## src/rtl/wot_pkg.sv

```systemverilog
// Shared types and constants for the walking-one memory test sequencer.
package wot_pkg;

  localparam int unsigned BlockMax  = 4096;
  localparam int unsigned AddrW     = 12;
  localparam int unsigned SizeW     = 13;
  localparam int unsigned MaxRes    = 3;

  localparam logic [SizeW-1:0] SizeCap =
      (BlockMax < 4096) ? SizeW'(BlockMax) : SizeW'(4096);

  // byte address of the block size register on the APB port
  localparam logic [2:0] ADDR_BLOCK_SIZE = 3'd0;

  localparam logic [1:0] FUNC_STEP     = 2'd0;
  localparam logic [1:0] FUNC_RDATA    = 2'd1;
  localparam logic [1:0] FUNC_SET_STEP = 2'd2;

  localparam logic [1:0] KIND_WRITE   = 2'd0;
  localparam logic [1:0] KIND_READ    = 2'd1;
  localparam logic [1:0] KIND_VERDICT = 2'd2;

  typedef struct packed {
    logic [1:0]       kind;
    logic [AddrW-1:0] address;
    logic [7:0]       write_data;
    logic             fail;
    logic             out_of_range;
    logic             last;
  } res_t;

  typedef res_t [MaxRes-1:0] res_set_t;

endpackage

```

## src/rtl/wot_core.sv

```systemverilog
// Test state and per-word result generation.
module wot_core (
  input  logic                      clk_i,
  input  logic                      rst_ni,
  input  logic                      accept_i,
  input  logic [1:0]                func_i,
  input  logic [7:0]                read_data_i,
  input  logic [15:0]               next_step_i,
  input  logic [wot_pkg::SizeW-1:0] used_size_i,
  output wot_pkg::res_set_t         res_o,
  output logic [1:0]                res_cnt_o
);

  logic [15:0]               step_q, step_d;
  logic [11:0]               prev_q, prev_d;
  logic [11:0]               act_byte_q, act_byte_d;
  logic [2:0]                act_bit_q, act_bit_d;
  logic [12:0]               rd_idx_q, rd_idx_d;
  logic                      mis_q, mis_d;
  logic                      busy_q, busy_d;

  logic [12:0]               byte_w;
  logic [12:0]               rd_nxt;
  logic [7:0]                expect_w;
  logic                      mis_w;
  wot_pkg::res_t             r_wr, r_clr, r_rd, r_ver;

  assign byte_w   = step_q[15:3];
  assign rd_nxt   = rd_idx_q + 13'd1;
  assign expect_w = (rd_idx_q == {1'b0, act_byte_q}) ? (8'd1 << act_bit_q) : 8'd0;
  assign mis_w    = mis_q || (read_data_i != expect_w);

  always_comb begin
    step_d     = step_q;
    prev_d     = prev_q;
    act_byte_d = act_byte_q;
    act_bit_d  = act_bit_q;
    rd_idx_d   = rd_idx_q;
    mis_d      = mis_q;
    busy_d     = busy_q;
    res_o      = '0;
    res_cnt_o  = 2'd0;

    r_wr  = '{kind: wot_pkg::KIND_WRITE, address: byte_w[11:0],
              write_data: 8'd1 << step_q[2:0], default: '0};
    r_clr = '{kind: wot_pkg::KIND_WRITE, address: prev_q, default: '0};
    r_rd  = '{kind: wot_pkg::KIND_READ, default: '0};
    r_ver = '{kind: wot_pkg::KIND_VERDICT, default: '0};

    case (func_i)
      wot_pkg::FUNC_STEP: begin
        step_d = step_q + 16'd1;
        if (byte_w >= used_size_i) begin
          busy_d              = 1'b0;
          r_ver.out_of_range  = 1'b1;
          r_ver.last          = 1'b1;
          res_o[0]            = r_ver;
          res_cnt_o           = 2'd1;
        end else begin
          act_byte_d = byte_w[11:0];
          act_bit_d  = step_q[2:0];
          rd_idx_d   = 13'd0;
          mis_d      = 1'b0;
          busy_d     = 1'b1;
          r_rd.last  = 1'b1;
          res_o[0]   = r_wr;
          if (byte_w[11:0] != prev_q) begin
            prev_d    = byte_w[11:0];
            res_o[1]  = r_clr;
            res_o[2]  = r_rd;
            res_cnt_o = 2'd3;
          end else begin
            res_o[1]  = r_rd;
            res_cnt_o = 2'd2;
          end
        end
      end
      wot_pkg::FUNC_RDATA: begin
        if (busy_q) begin
          mis_d     = mis_w;
          rd_idx_d  = rd_nxt;
          res_cnt_o = 2'd1;
          if (rd_nxt < used_size_i) begin
            r_rd.address = rd_nxt[11:0];
            r_rd.last    = 1'b1;
            res_o[0]     = r_rd;
          end else begin
            busy_d     = 1'b0;
            r_ver.fail = mis_w;
            r_ver.last = 1'b1;
            res_o[0]   = r_ver;
          end
        end
      end
      wot_pkg::FUNC_SET_STEP: begin
        step_d = next_step_i - 16'd1;
      end
      default: begin
      end
    endcase

    if (!accept_i) begin
      res_cnt_o = 2'd0;
    end
  end

  always_ff @(posedge clk_i or negedge rst_ni) begin
    if (!rst_ni) begin
      step_q     <= '0;
      prev_q     <= '0;
      act_byte_q <= '0;
      act_bit_q  <= '0;
      rd_idx_q   <= '0;
      mis_q      <= 1'b0;
      busy_q     <= 1'b0;
    end else if (accept_i) begin
      step_q     <= step_d;
      prev_q     <= prev_d;
      act_byte_q <= act_byte_d;
      act_bit_q  <= act_bit_d;
      rd_idx_q   <= rd_idx_d;
      mis_q      <= mis_d;
      busy_q     <= busy_d;
    end
  end

endmodule

```

## config.mk

```make
export PLATFORM = sky130hd
export DESIGN_NAME = wot_core
export DESIGN_NICKNAME = d
export VERILOG_FILES = /design/src/rtl/wot_pkg.sv /design/src/rtl/wot_core.sv
export SDC_FILE = /design/constraint.sdc
export NUM_CORES = 1
export LEC_CHECK = 0
export ABC_AREA = 1
export BUFFER_PORTS_ARGS = -buffer_cell sky130_fd_sc_hd__buf_2
export CORE_MARGIN = 2
export CORE_UTILIZATION = 55
export CTS_CLUSTER_SIZE = 20
export DETAILED_ROUTE_END_ITERATION = 8
export MAX_ROUTING_LAYER = met4
export PLACE_DENSITY = 0.92
export SYNTH_ARGS = -nofsm -noshare
export SYNTH_HDL_FRONTEND = slang
export SYNTH_SLANG_ARGS = --single-unit
```

## constraint.sdc

```tcl
create_clock -name clk_i -period 5.1 [get_ports clk_i]
set_input_delay 1.53 -clock clk_i [delete_from_list [all_inputs] [get_ports clk_i]]
set_output_delay 1.53 -clock clk_i [all_outputs]
set_load 0.1 [all_outputs]
```

# --- Yosys cells after proc, flatten, opt, wreduce, memory -nomap -nowiden ---
# Index checks and enable logic that the tools add are counted.
op_classes:
  addsub: 3
  order_cmp: 2
  eq_ne: 7
  n_shift: 2
  muxes: 25
  n_bitwise: 1
  n_reduce_logical: 9
op_table:
  columns: ["operator", "count"]
  rows:
  - ["2-to-1 mux 25 bit", 3]
  - ["2-to-1 mux 50 bit", 1]
  - ["one-hot mux 25 bit (2 select lines)", 1]
  - ["2-to-1 mux 49 bit", 1]
  - ["2-to-1 mux 24 bit", 2]
  - ["one-hot mux 16 bit (2 select lines)", 1]
  - ["2-to-1 mux 13 bit", 2]
  - ["one-hot mux 13 bit (2 select lines)", 1]
  - ["adder 16 x 1 -> 16 bit, second input constant", 1]
  - ["<< shifter 1 x 3 -> 8 bit, first input constant", 2]
  - ["subtractor 16 x 1 -> 16 bit, second input constant", 1]
  - ["adder 13 x 1 -> 13 bit, second input constant", 1]
  - ["== test 13 x 12 -> 1 bit", 1]
  - ["greater-or-equal comparator 13 bit", 1]
  - ["less-than comparator 13 bit", 1]
  - ["!= test 12 bit", 1]
  - ["2-to-1 mux 8 bit", 1]
  - ["!= test 8 bit", 1]
  - ["AND reduction 4 bit", 2]
  - ["2-to-1 mux 1 bit", 7]
  - ["2-to-1 mux 2 bit", 2]
  - ["!= test 2 bit, second input constant", 2]
  - ["one-hot mux 1 bit (2 select lines)", 2]
  - ["one-hot mux 2 bit (2 select lines)", 1]
  - ["8 further kinds", 10]
word_totals:
  ff_bits: 58
  input_bits: 42
  out_inout_bits: 77
  wordCells: 56

# --- Logic depth before layout (Yosys ltp) ---
depth:
  ltp_word: 7
  mapped_depth: 16
  mapped_depth_nobuf: 16

# --- Least setup slack after synthesis ---
# No wires, ideal clock.
synth_path:
  path_type: "input to output"
  start: "in func_i[1]"
  end: "out res_cnt_o[0]"
  t_arrival_ns: 5.088
  required_ns: 3.570
  setup_slack_ns: -1.518
  cell_stages: 6
  path_buffers: 1
  cell_sequence: "buf_2 > nor2_1 > inv_1 > o21ai_0 > o21ai_0 > inv_1"
synth_via:
  elab_chain_cells: 3
synth_rtl:
  columns: ["item", "line", "text"]
  rows:
  - ["from (decl)", "wot_core.sv:6", "input logic [1:0] func_i,"]
  - ["== test 2 x 1 -> 1 bit / zero test 2 bit (equally long branches)", "wot_core.sv:50", "case (func_i)"]
  - ["one-hot mux 2 bit (2 select lines) (*)", "wot_core.sv:50", null]
  - ["2-to-1 mux 2 bit (*)", "wot_core.sv:102", "if (!accept_i) begin"]
  - ["to (decl)", "wot_core.sv:11", "output logic [1:0] res_cnt_o"]
# Mark *: on every way between the ends. The rest lies on a longest branch, timed or not.

==> impl_metrics.yaml <==
global_routing:
  grt.met3_usage_pct: 4.65
  grt_pass1_wl_mm: 24.6
  grt_pass1_vias: 5414
  grt.total_usage_pct: 31.5
  grtUsageMet2_pct: 52.1
  grt_overflow: 0
  met1_usage_pct: 36.7
  grt_max_degree: 31
  busiest_layer: "met2"
  antenna_found_initial: 0
floorplanning:
  dieArea_sq_mm: 0.0101
  row_count: 35
  start_util_pct: 56.2
  coreArea_sq_mm: 0.00915
  ios: 119
  fp.dieH_um: 101
  die_x_um: 101
final_layout:
  mostFrequentLayoutCell: "nand2_1"
  seq_area_sq_mm: 0.00145
  antenna_cells: 0
  final_cell_mix: "nand2_1 (159), inv_1 (108), nor2_1 (59), dfrtp_1 (57), o21ai_0 (52)"
  fin_nets: 933
  multi_input_area_sq_mm: 0.00314
  drive_gt1_share_pct: 21.6
  syn2layout_area_growth_pct: 27.9
  fillers: 626
logic_synthesis:
  yosysWarnings: 0
  synth_top_cell_area_share_pct: 28.2
  post_synth.cell_area_avg_sq_um: 6.71
  ys_seq_area_share_pct: 28.2
  synth-seq-cells: 58
  ys_top_cells_by_area: "dfrtp_1 (28%), nand2_1 (12%), ha_1 (8.3%)"
  mappedNetlistArea_sq_mm: 0.00514
  synth_cell_types: 39
  synth_top_cell_by_area: "dfrtp_1"
  syn_inst: 767
sta:
  clock_skew_ns: 0.0110
  slew_violations: 0
  setup_viol: 0
  slew_headroom_pct: 44.8
  rsz0062_at_grt: "yes"
  period_share_pct: 99.9
  min_period_ns: 5.09
  whs_ns: 0.491
  worst_pin_slew_ns: 0.826
  hold_viol: 0
  max_freq_mhz: 196
pwr:
  p_leak_uw: 0.00328
  p_per_area_mw_per_mm2: 347
  ir_worst_vdd_uv: 179
  finalPower_uw: 2280
detailed_routing:
  viasPerCell: 5.83
  ant_nets: 0
  wirelength_mm: 15.6
  dr.pass1.iters: 5
  drt_iter0_markers: 520
  routed-via-count: 5668
  drc: 0
  wl_per_cell_um: 16.0
cts:
  h-tree-depth: 3
  clkTransAtPathRegs_ns: 0.06
  root_buffer: "clkbuf_8"
  cts_sinks: 58
  cts_made_buffers: 9
  clk-insertion-delay-late_ns: 0.35
  tritoncts: "yes"
  cts_buffer_depth: 2
critical_path:
  end_kind: "output port"
  worstPathArrival_ns: 3.56
  cp.required_ns: 3.57
  critical_path.max_fanout: 21
  worst-r2r-setup-slack_ns: 2.29
  worstSetupPathType: "in2out"
  cp-start-kind: "primary input"
placed_design:
  gp_congestion: 0.985
  hpwl_mm: 11.1
  port_buffers: 84
min_path:
  worstHoldPathType: "reg2reg"
outcome:
  run_status: "finished clean"
job:
  maxCapViolCount: 0
==> worst max-delay path, stage by stage <==
cell and delay, ns:
buf_2 0.08, inv_1 0.05, ha_1 0.33, nand2_1 0.08, inv_1 0.05, nor2_1 0.08
o21ai_0 0.08, a21oi_1 0.20, nand3_2 0.15, inv_2 0.10, nand2_2 0.06, buf_4 0.25
o22ai_1 0.30, buf_12 0.22
==> worst paths after layout <==
path                                         start                        to  cells after the start
setup / recovery                   used_size_i[10]                 res_o[21]                     14
hold / removal                   mis_q$_DFFE_PN0P_         mis_q$_DFFE_PN0P_                      2
setup reg to reg           rd_idx_q[1]$_DFFE_PN0P_        busy_q$_DFFE_PN0P_                     14
hold reg to reg                  mis_q$_DFFE_PN0P_         mis_q$_DFFE_PN0P_                      2
max in group asynchronous                   rst_ni    prev_q[10]$_DFFE_PN0P_                      2
min in group asynchronous                   rst_ni  rd_idx_q[12]$_DFFE_PN0P_                      1
==> logic make-up after synthesis <==
kind of cell               count (synthesis)  share of synthesized area (%)
AOI/OAI and AO/OA                        134                           14.1
xor gates and xnor gates                  25                           4.26
adders and majority gates                 34                           8.27
buffers and inverters                    182                           16.7
DFF                                       58                           28.2
other                                      1                         0.0729
and+or+nand+nor                          333                           28.5
==> Yosys cell counts (all sizes together) <==
library cell and n:
nand3 37, a31oi 7, o311ai 1, nor3 22
a21oi 24, nand2 167, a22oi 3, inv 125
nand4 15, ha 34, o211ai 3, nand3b 4
xnor2 2, nor2 79, conb 1, and2 3
dfrtp 58, o221ai 1, clkinv 2, clkbuf 5
or2 3, o21ai 81, o22ai 12, xor2 23
buf 50, o21a 1, nor4 3, a22o 1
==> report_power, final <==
part,switching [uW],internal [uW]
registers,138,575
clock network,186,215
logic,813,353
==> what timing repair did <==
item,CTS,global route
setup buffers,0,4
pin swaps,0,2
gates resized for setup,3,14
hold buffers,0,0
setup endpoints to repair,12,28
==> flip-flops by register name, indices dropped and copies added (netlist names) <==
name        cells
mis_q           1
prev_q         12
act_bit_q       3
step_q         16
busy_q          1
act_byte_q     12
rd_idx_q       13
==> through the flow <==
stage | util, % | cell area [sq um] | setup TNS, ns | cells | setup slack (ns)
floorplan | - | 5410 | -10.64 | 800 | -0.603
global placement | 68.8 | 6290 | 0 | 953 | 0.120
detailed placement | 68.8 | 6290 | 0 | 953 | 0.00105
CTS | 70.8 | 6480 | 0 | 969 | 0.00512
global route | 71.9 | 6580 | -0.988 | 973 | -0.0856
finish | 71.9 | 6580 | 0 | 973 | 0.00611
==> routing by layer <==
metal  up-vias  routed length (um)
met2       383                7670
met3        91                1480
met5         -                   0
li1       2593                   -
met4         0                 770
met1      2601                5660
==> layout make-up <==
| cell class | count | share of cell area [%] |
|---|---|---|
| clock buffer | 14 | 2.63 |
| tap | 111 | 2.11 |
| multi-input combinational | 560 | 47.7 |
| clock inverter | 2 | 0.152 |
| sequential | 58 | 22.1 |
| timing repair buffer | 101 | 18.0 |
| inverter | 127 | 7.31 |
No activity file was read; power rests on OpenSTA's default activity.
